--- src/sv/rtp_pkg.sv ---
// ----------------------------------------------------------------------------
// rtp_pkg
// Shared types and constants for the range to prefix expander.
// ----------------------------------------------------------------------------
package rtp_pkg;

    localparam int ADDR_W = 32;
    localparam int LEN_W  = 6;
    localparam int K_W    = $clog2(ADDR_W + 1);

    typedef struct packed {
        logic [ADDR_W-1:0] range_low;
        logic [ADDR_W-1:0] range_high;
    } t_range;

    typedef struct packed {
        logic [ADDR_W-1:0] prefix_base;
        logic [LEN_W-1:0]  prefix_length;
        logic              last_prefix;
    } t_prefix;

    typedef enum logic {
        STEP_GROW,
        STEP_NEXT
    } t_step_op;

    typedef struct packed {
        logic              grow_ok;
        logic              last;
        logic [ADDR_W-1:0] next_addr;
    } t_step_res;

endpackage

--- src/sv/range_to_prefix_expander.sv ---
// ----------------------------------------------------------------------------
// range_to_prefix_expander
// Splits an inclusive address range into the fewest aligned prefixes,
// walking up from the low end, one base and length pair per transfer.
//
//   channel | handshake              | payload
//   --------+------------------------+-------------------------------------
//   in      | i_in_valid, o_in_ready | i_in  : range_low, range_high
//   out     | o_out_valid, i_out_ready| o_out : prefix_base, prefix_length,
//           |                        |         last_prefix
//
// A prefix of 2^k addresses is found by one grow test a cycle in the
// shared add/compare unit, then a push step works out the next address.
// An empty range is taken in idle and starts no walk.
// o_in_ready is high only while no range is being walked.
// A stalled output register holds the walk in its push step.
// Synchronous active-low reset empties the output register and idles.
// ----------------------------------------------------------------------------
module range_to_prefix_expander import rtp_pkg::*; (
    input  logic    i_clk,
    input  logic    i_rst_n,
    input  logic    i_in_valid,
    output logic    o_in_ready,
    input  t_range  i_in,
    output logic    o_out_valid,
    input  logic    i_out_ready,
    output t_prefix o_out
);

    typedef enum logic [1:0] {
        S_IDLE,
        S_GROW,
        S_PUSH
    } t_state;

    t_state            r_state, n_state;
    logic [ADDR_W-1:0] r_cursor, n_cursor;
    logic [ADDR_W-1:0] r_bound, n_bound;
    logic [ADDR_W-1:0] r_span, n_span;
    logic [K_W-1:0]    r_k, n_k;
    logic              r_out_valid, n_out_valid;
    t_prefix           r_out, n_out;

    t_step_op          w_op;
    t_step_res         w_res;

    assign w_op = (r_state == S_PUSH) ? STEP_NEXT : STEP_GROW;

    rtp_step_unit u_step (
        .i_op     (w_op),
        .i_cursor (r_cursor),
        .i_bound  (r_bound),
        .i_span   (r_span),
        .i_k      (r_k),
        .o_res    (w_res)
    );

    always_comb begin
        n_state     = r_state;
        n_cursor    = r_cursor;
        n_bound     = r_bound;
        n_span      = r_span;
        n_k         = r_k;
        n_out_valid = r_out_valid && !i_out_ready;
        n_out       = r_out;
        case (r_state)
            S_IDLE: begin
                if (i_in_valid) begin
                    n_cursor = i_in.range_low;
                    n_bound  = i_in.range_high;
                    n_span   = '0;
                    n_k      = '0;
                    if (i_in.range_low <= i_in.range_high) begin
                        n_state = S_GROW;
                    end
                end
            end
            S_GROW: begin
                if (w_res.grow_ok) begin
                    n_span = {r_span[ADDR_W-2:0], 1'b1};
                    n_k    = r_k + K_W'(1);
                end else begin
                    n_state = S_PUSH;
                end
            end
            S_PUSH: begin
                if (!r_out_valid || i_out_ready) begin
                    n_out_valid         = 1'b1;
                    n_out.prefix_base   = r_cursor;
                    n_out.prefix_length = LEN_W'(ADDR_W) - LEN_W'(r_k);
                    n_out.last_prefix   = w_res.last;
                    n_cursor            = w_res.next_addr;
                    n_span              = '0;
                    n_k                 = '0;
                    n_state             = w_res.last ? S_IDLE : S_GROW;
                end
            end
            default: begin
                n_state = S_IDLE;
            end
        endcase
    end

    always_ff @(posedge i_clk) begin
        if (!i_rst_n) begin
            r_state     <= S_IDLE;
            r_cursor    <= '0;
            r_bound     <= '0;
            r_span      <= '0;
            r_k         <= '0;
            r_out_valid <= 1'b0;
        end else begin
            r_state     <= n_state;
            r_cursor    <= n_cursor;
            r_bound     <= n_bound;
            r_span      <= n_span;
            r_k         <= n_k;
            r_out_valid <= n_out_valid;
        end
        r_out <= n_out;
    end

    assign o_in_ready  = (r_state == S_IDLE);
    assign o_out_valid = r_out_valid;
    assign o_out       = r_out;

    // prefix base aligned to its length
    a_aligned: assert property (@(posedge i_clk) disable iff (!i_rst_n)
        o_out_valid |->
            ((o_out.prefix_base & ({ADDR_W{1'b1}} >> o_out.prefix_length)) == '0))
        else $error("prefix base not aligned");

    // length within the address width
    a_len_range: assert property (@(posedge i_clk) disable iff (!i_rst_n)
        o_out_valid |-> (o_out.prefix_length <= LEN_W'(ADDR_W)))
        else $error("prefix length out of range");

    // grow counter never passes the address width
    a_k_range: assert property (@(posedge i_clk) disable iff (!i_rst_n)
        (r_state == S_GROW) |-> (r_k <= K_W'(ADDR_W)))
        else $error("block size counter overrun");

    // a non-empty range starts a walk
    a_start: assert property (@(posedge i_clk) disable iff (!i_rst_n)
        (i_in_valid && o_in_ready && (i_in.range_low <= i_in.range_high))
            |=> !o_in_ready)
        else $error("walk did not start");

endmodule

--- src/sv/rtp_step_unit.sv ---
// ----------------------------------------------------------------------------
// rtp_step_unit
// Shared add and compare unit: tests a larger block at the cursor, or
// works out the address after the chosen block and whether the walk ends.
// ----------------------------------------------------------------------------
module rtp_step_unit import rtp_pkg::*; (
    input  t_step_op          i_op,
    input  logic [ADDR_W-1:0] i_cursor,
    input  logic [ADDR_W-1:0] i_bound,
    input  logic [ADDR_W-1:0] i_span,
    input  logic [K_W-1:0]    i_k,
    output t_step_res         o_res
);

    logic [ADDR_W-1:0] w_operand;
    logic              w_cin;
    logic [ADDR_W:0]   w_sum;
    logic              w_within;
    logic              w_k_full;

    always_comb begin
        if (i_op == STEP_NEXT) begin
            w_operand = i_span;
            w_cin     = 1'b1;
        end else begin
            w_operand = {i_span[ADDR_W-2:0], 1'b1};
            w_cin     = 1'b0;
        end
        w_sum    = {1'b0, i_cursor} + {1'b0, w_operand} + (ADDR_W+1)'(w_cin);
        w_within = !w_sum[ADDR_W] && (w_sum[ADDR_W-1:0] <= i_bound);
        w_k_full = (i_k == K_W'(ADDR_W));

        o_res.grow_ok   = !w_k_full && !i_cursor[i_k[K_W-2:0]] && w_within;
        o_res.last      = !w_within;
        o_res.next_addr = w_sum[ADDR_W-1:0];
    end

endmodule
--- config.mk ---
export PLATFORM = sky130hd
export DESIGN_NAME = range_to_prefix_expander
export DESIGN_NICKNAME = d
export VERILOG_FILES = /design/src/sv/rtp_pkg.sv /design/src/sv/range_to_prefix_expander.sv /design/src/sv/rtp_step_unit.sv
export SDC_FILE = /design/constraint.sdc
export NUM_CORES = 1
export LEC_CHECK = 0
export BUFFER_PORTS_ARGS = -buffer_cell sky130_fd_sc_hd__buf_2
export CORE_UTILIZATION = 40
export CTS_BUF_LIST = sky130_fd_sc_hd__clkbuf_16
export CTS_CLUSTER_DIAMETER = 50
export DETAILED_ROUTE_END_ITERATION = 10
export GPL_ROUTABILITY_DRIVEN = 0
export HOLD_SLACK_MARGIN = 0.06
export PLACE_DENSITY = 0.56
export SKIP_LAST_GASP = 1
export SLEW_MARGIN = 15
export SYNTH_ARGS = -nofsm -noshare
export SYNTH_HDL_FRONTEND = slang
export SYNTH_SLANG_ARGS = --single-unit
--- constraint.sdc ---
create_clock -name i_clk -period 7.07 [get_ports i_clk]
set_input_delay 0.3535 -clock i_clk [delete_from_list [all_inputs] [get_ports i_clk]]
set_output_delay 0.3535 -clock i_clk [all_outputs]
set_load 0.01 [all_outputs]
==> results of run 1 <==
-- metrics by stage --
step	hold WS [ns]	instance area (µm²)	worst slack (ns)	std cells	power, W
2_1_floorplan	0.4348	9304	1.172	1141	0.001788
3_3_place_gp	0.4428	10100	0.6015	1491	0.002119
3_5_place_dp	0.4473	10100	0.4353	1491	0.002123
4_1_cts	0.1604	10690	0.4048	1523	0.003042
5_1_grt	0.1697	10720	0.08396	1526	0.003220
6_report	0.1720	10720	0.5731	1526	0.003036
-- routing by layer --
layer	vias up	track usage, %	part of all wire (%)
met5	-	0	0
met4	0	7.779	2.3
met3	28	2.942	4.8
met2	202	32.56	41
met1	3788	34.20	52
li1	4147	-	-
-- flip-flops by register name, indices dropped and copies added (netlist names) --
| name | count |
|---|---|
| r_cursor | 32 |
| o_out | 39 |
| r_k | 6 |
| r_state | 2 |
| r_span | 32 |
| o_out_valid | 1 |
| r_bound | 32 |
-- power groups by stage --
stage,Combinational [W],Sequential (W),Clock (W)
after floorplan,0.000733,0.00105,0
after global placement,0.00102,0.00110,0
after detailed placement,0.00102,0.00110,0
after CTS,0.00103,0.00109,0.000931
after global routing,0.00116,0.00110,0.000962
final,0.00103,0.00109,0.000915
-- worst max-delay path by stage --
stage / from / cells after the start / to / slack (ns)
after CTS: r_state[1]$_SDFFE_PN0P_ / 24 / r_span[8]$_SDFFE_PN0P_ / 0.40
after global routing: r_state[1]$_SDFFE_PN0P_ / 26 / r_span[15]$_SDFFE_PN0P_ / 0.08
after floorplan: r_state[1]$_SDFFE_PN0P_ / 26 / r_k[2]$_SDFFE_PN0P_ / 1.17
after global placement: r_state[1]$_SDFFE_PN0P_ / 24 / r_span[8]$_SDFFE_PN0P_ / 0.60
final: r_state[1]$_SDFFE_PN0P_ / 26 / r_span[8]$_SDFFE_PN0P_ / 0.57
after detailed placement: r_state[1]$_SDFFE_PN0P_ / 25 / r_span[15]$_SDFFE_PN0P_ / 0.44
-- timing repair --
action / 4_1_cts / 5_1_grt
hold buffers: 0 / 0
setup buffers: 0 / 3
endpoints found under the setup margin: 0 / 35
resized for setup: 0 / 3
-- cell families after synthesis --
family	after synthesis	synth area share, %
AOI/OAI and AO/OA	278	18.28
DFF	144	35.18
adders and majority gates	100	13.61
and+or+nand+nor	420	19.74
xor gates and xnor gates	32	3.012
muxes	28	4.357
buffers and inverters	139	5.823
-- cell type report --
class	instances	share of cell area (%)
Sequential cell	144	30.52
Clock buffer	19	4.434
Inverter	81	2.870
Tap cell	285	3.325
Clock inverter	13	1.120
Multi-Input combinational cell	858	51.28
Timing Repair Buffer	126	6.452
-- cell usage in the layout (no fill, tap or decap), types with 3 or more instances in the layout --
cell type / n
nor3_1: 18
a21o_1: 33
xnor2_1: 22
nand3b_1: 19
o211a_1: 4
nor2b_1: 8
a311oi_1: 10
or3_1: 3
mux4_2: 10
a21boi_0: 3
a21oi_1: 123
o21ai_0: 53
nor4_1: 3
o21bai_1: 4
xor2_1: 10
a31oi_1: 11
buf_4: 16
and2_1: 3
o21a_1: 6
or2_2: 3
nand2b_1: 8
buf_2: 108
o211ai_1: 3
a211oi_1: 8
mux2i_1: 18
nor2_1: 52
edfxtp_1: 39
inv_1: 82
o31a_1: 3
clkbuf_16: 19
dfxtp_1: 105
ha_1: 98
clkinv_2: 3
nand4_1: 15
nand2_1: 253
nand3_1: 27
-- worst reg2reg max path: cells and delay by family, from the launching register on --
family / cells / cell delay, ns
AO/OA/AOI/OAI: 8 / 2.25
XOR/XNOR: 1 / 0.14
adder cells (fa/ha/maj): 2 / 0.71
buffers and inverters: 4 / 0.93
flip-flops: 1 / 0.40
multiplexers: 1 / 0.23
AND/OR/NAND/NOR: 10 / 1.68
==> run metrics, run 1 <==
sequential area share after synthesis=a little over a third; cell-internal power=about 0.0019 W; initial antenna violation count=0; vias in the first global route=7571; area leader, netlist=dfxtp_1; Tmin final=approximately 6.5 ns; Detail Placement HPWL=about 19 mm; Gate power share=roughly a third; die extent in y=~150 µm; max cap viols=0; TritonCTS Buffers=17; library cells used by synthesis=56; Synth top area share=between 20% and 30%; pin count of the biggest net entering global routing=just over 70; flop2flop setup slack=between 0.5 and 0.6 ns; clock slew at reported path FFs=0.06 ns; CTS sink cnt=~140; DRC violations left=0; Mapped Cells=between 1000 and 1500; htree depth=4; CP Capture Type=flop; Clk network pwr share=a little under a third; Leakage=between 4 and 5 nW; CP Class=flop to flop; layout cells sized above 1=about 14%; initial core utilization=about two fifths; Post-synth top cells=nand2_1, a21oi_1, dfxtp_1; number of port buffers=108; clock skew=slightly below 0.01 ns; Synth warnings=0; delay-heaviest family, CP=compound AO/OA/AOI/OAI gates; Final nets=between 1000 and 1500; CP arrival=6.77 ns; Slowest cell on crit path=nor4_1; Seq pwr share=a little over a third; worst hold path class=primary input to flop; Hold Crit Start=i_in[30]; die width=154.5 µm; Via density=5.351; TritonCTS clock tree=built; RSZ-0062 raised after global routing=false; top-count cell post-synth=nand2_1; switch share=36.54%; r2r endpoint=r_span[8]$_SDFFE_PN0P_; Syn-to-layout area delta=15.26%; Top Ports=about 110; FMAX=~150 MHz; via count=a little over 8000; drt wl/cell=between 15 and 20 µm; Die Area=between 0.02 and 0.025 mm²; final setup TNS=0 ns; FF+latch count, synth=about 140; r2r startpoint=r_state[1]$_SDFFE_PN0P_; Critical path buffers and inverters=4; final setup fails=0; top_reg_cell synth=dfxtp_1; multi-input logic area=~0.0055 mm²; WHS Path Cells=3; Antenna Cells=0; Least-Margin Pin Slew=~0.9 ns; number of cells on the worst reg-to-reg path=26; Total Routing Usage GR=22.58%; Syn Area/Cell=roughly 8.2 µm²; grt total ovfl=0; asr flop ratio synth=0%; required time worst endpoint=about 7.4 ns; PwrDens=283.1 mW/mm²; max-slew violations=0; switching power=0.001110 W; Sequential Area=approximately 0.0033 mm²; worst skew pair latency=around 0.43 ns; Clock Tree Root=clkbuf_16; Rows=between 50 and 60; run status=completed; worst vdd ir=~0.00016 V; fin crit share=between 90% and 100%; Final Hold Viols=0; startpoint types=flop; mapped cell area=a little over 0.009 mm²; Std-Cell Core Area=~0.023 mm²; number of synthesized flops with an enable pin=39; WL final=26.00 mm; Clock Tree Buf Depth=2; Largest stage delay, worst path=0.43 ns; drt pass-1 iters=4; crit path max fanout=41; global-route wire length before repair=41.47 mm; top cells by area, synth=dfxtp_1, ha_1, edfxtp_1, nand2_1, a21oi_1; Worst Hold Endpoint=r_bound[30]$_SDFFE_PN0P_; final core occ=a little under half; Filler cells=about 2300; Relative slew margins=39.73%; Iter 0 DRT Violations=approximately 500; antenna-violating nets left=0; Mapped Nets=1309
(Power assumes the default switching activity.)
==> inputs of run 2 (changes only) <==
BUFFER_PORTS_ARGS = default   (was -buffer_cell sky130_fd_sc_hd__buf_2)
CORE_MARGIN = 8   (was default)
DONT_BUFFER_PORTS = 1   (was default)
PLACE_DENSITY = 0.52   (was 0.56)
==> run metrics, run 2 (synthesized netlist as in run 1, its figures left out) <==
run status=completed; CP arrival=between 6 and 7 ns; Die Area=between 0.02 and 0.03 mm²; crit path max fanout=51; Critical path buffers and inverters=3; PwrDens=around 280 mW/mm²; die extent in y=~170 µm; FMAX=154.6 MHz; Final Hold Viols=0; number of cells on the worst reg-to-reg path=24; clock skew=between 0.009 and 0.01 ns; Relative slew margins=33.48%; Min Hold Slack=between 0.08 and 0.09 ns; Total Routing Usage GR=a little under 20%; metal3 WL=about 1.3 mm; number of port buffers=0; Detail Placement HPWL=20.37 mm; WL met2=roughly 12 mm; WL final=approximately 28 mm; CP endpoint=r_span[26]$_SDFFE_PN0P_; Top Ports=109; max reg flops=39; Rows=56; layout cells sized above 1=between 5 and 6%; Syn-to-layout area delta=12.29%; Top reg by flops=o_out; fin crit share=~92%; TritonCTS Buffers=17; global-route wire length before repair=approximately 44 mm; die width=~170 µm; CP cell instances=nor2b_4, clkinvlp_4, nand2_1, nand2_1, fa_1, a211oi_1, o21ai_0, a211oi_1, o211ai_1, a31oi_1, o21bai_1, a21boi_0, xnor2_1, ha_1, and4_1, nand4_1, nor4_1, buf_4, nand3_1, a221o_1, a311oi_4, buf_6, nor2_4, mux2i_1; CP Class=flop to flop; Slowest cell on crit path=fa_1; r2r endpoint=r_span[26]$_SDFFE_PN0P_; worst hold path class=primary input to flop; final setup fails=0; via count=a little under 8000; Least-Margin Pin Slew=0.9963 ns; initial antenna violation count=0; delay-heaviest family, CP=compound AO/OA/AOI/OAI gates; most common cell after layout, fill and taps aside=nand2_1; Largest stage delay, worst path=~0.46 ns; DRT met1 WL=between 10 and 15 mm; TritonCTS clock tree=built; Clock Tree Root=clkbuf_16; antenna-violating nets left=0; CTS sink cnt=144; flop2flop setup slack=0.60 ns; pin count of the biggest net entering global routing=just over 70; Filler cells=approximately 2300; max cap viols=0; r2r startpoint=r_state[1]$_SDFFE_PN0P_; worst skew pair latency=about 0.42 ns; Final nets=roughly 1300; CP startpoint=r_state[1]$_SDFFE_PN0P_; Antenna Cells=0; Tmin final=6.470 ns; Hold Crit Start=i_in[22]; initial core utilization=around two fifths; final setup TNS=0 ns; vias in the first global route=7609; Clock Tree Buf Depth=2; CP Capture Type=flop; Leakage=4.477 nW; instance count on the critical path=24; startpoint types=flop; required time worst endpoint=between 7 and 8 ns; Iter 0 DRT Violations=~550; RSZ-0062 raised after global routing=false; Top Metal Used=met4; clock slew at reported path FFs=0.06 ns; drt wl/cell=approximately 19 µm; drt pass-1 iters=4; Via density=~5.4; htree depth=4; max-slew violations=0; commonest cells after routing, fill and taps aside=nand2_1, a21oi_1, dfxtp_1; worst vdd ir=about 0.00016 V; grt total ovfl=0; Std-Cell Core Area=roughly 0.023 mm²; DRC violations left=0
## run 2: cell types whose count changed in the layout (fill, tap and decap cells not counted), moves of 2 or more
cell / before / now
clkinvlp_4: 1 / 3
buf_2: 108 / 0
clkbuf_16: 19 / 17
buf_4: 16 / 13
clkinv_4: 1 / 3
dlygate4sd3_1: 0 / 32
inv_1: 82 / 79
## run 2: cell type report
type	instances	area [µm²]	share of cell area, %
Multi-Input combinational cell	858	5504	52.68
Sequential cell	144	3273	31.33
Timing Repair Buffer	46	429.2	4.108
Clock buffer	17	425.4	4.072
Tap cell	290	362.8	3.473
Inverter	81	307.8	2.946
Clock inverter	15	145.1	1.389
## run 2: timing repair
action,CTS,global route
resized for setup,0,3
endpoints found under the hold margin,34,0
hold buffers,32,0
setup endpoints to repair,0,37
setup buffers,0,0
## run 2: worst min path at each step
stage / endpoint / cells after the start
final: r_bound[22]$_SDFFE_PN0P_ / 2
after global routing: r_cursor[19]$_SDFFE_PN0P_ / 1
after CTS: r_cursor[10]$_SDFFE_PN0P_ / 1
after detailed placement: r_bound[28]$_SDFFE_PN0P_ / 2
after global placement: r_bound[25]$_SDFFE_PN0P_ / 2
after floorplan: o_out[1]$_DFFE_PP_ / 0
## run 2: through the flow
stage	instances	total power, W	worst slack, ns	util (%)	cell area, µm²
6_report	1451	0.002974	0.5999	45.18	10450
5_1_grt	1451	0.003159	0.08140	45.18	10450
4_1_cts	1451	0.002988	0.2140	45.13	10440
3_5_place_dp	1387	0.002084	0.2410	41.28	9544
3_3_place_gp	1387	0.002075	0.3834	41.28	9544
2_1_floorplan	1141	0.001788	1.172	-	9304
## run 2: where the power goes
| part | switching [W] | total [W] | internal, W |
|---|---|---|---|
| sequential | 0.000129 | 0.00110 | 0.000974 |
| clock | 0.000369 | 0.000886 | 0.000517 |
| combinational | 0.000614 | 0.000985 | 0.000371 |
| total | 0.00111 | 0.00297 | 0.00186 |
## run 2: worst register-to-register path: stages (launching register included)
cell        delay (ns)
dfxtp_1           0.41
nor2b_4           0.23
clkinvlp_4        0.29
nand2_1           0.16
nand2_1           0.10
fa_1              0.46
a211oi_1          0.29
o21ai_0           0.15
a211oi_1          0.37
o211ai_1          0.19
a31oi_1           0.38
o21bai_1          0.29
a21boi_0          0.40
xnor2_1           0.13
ha_1              0.28
and4_1            0.20
nand4_1           0.12
nor4_1            0.30
buf_4             0.16
nand3_1           0.06
a221o_1           0.42
a311oi_4          0.23
buf_6             0.36
nor2_4            0.19
mux2i_1           0.16
## run 2: metal layers
metal  vias up  global-route usage [%]
li1       3995                       -
met1      3699                   29.21
met2       185                   28.83
met3        19                   3.867
met4         0                   5.396
met5         -                       0
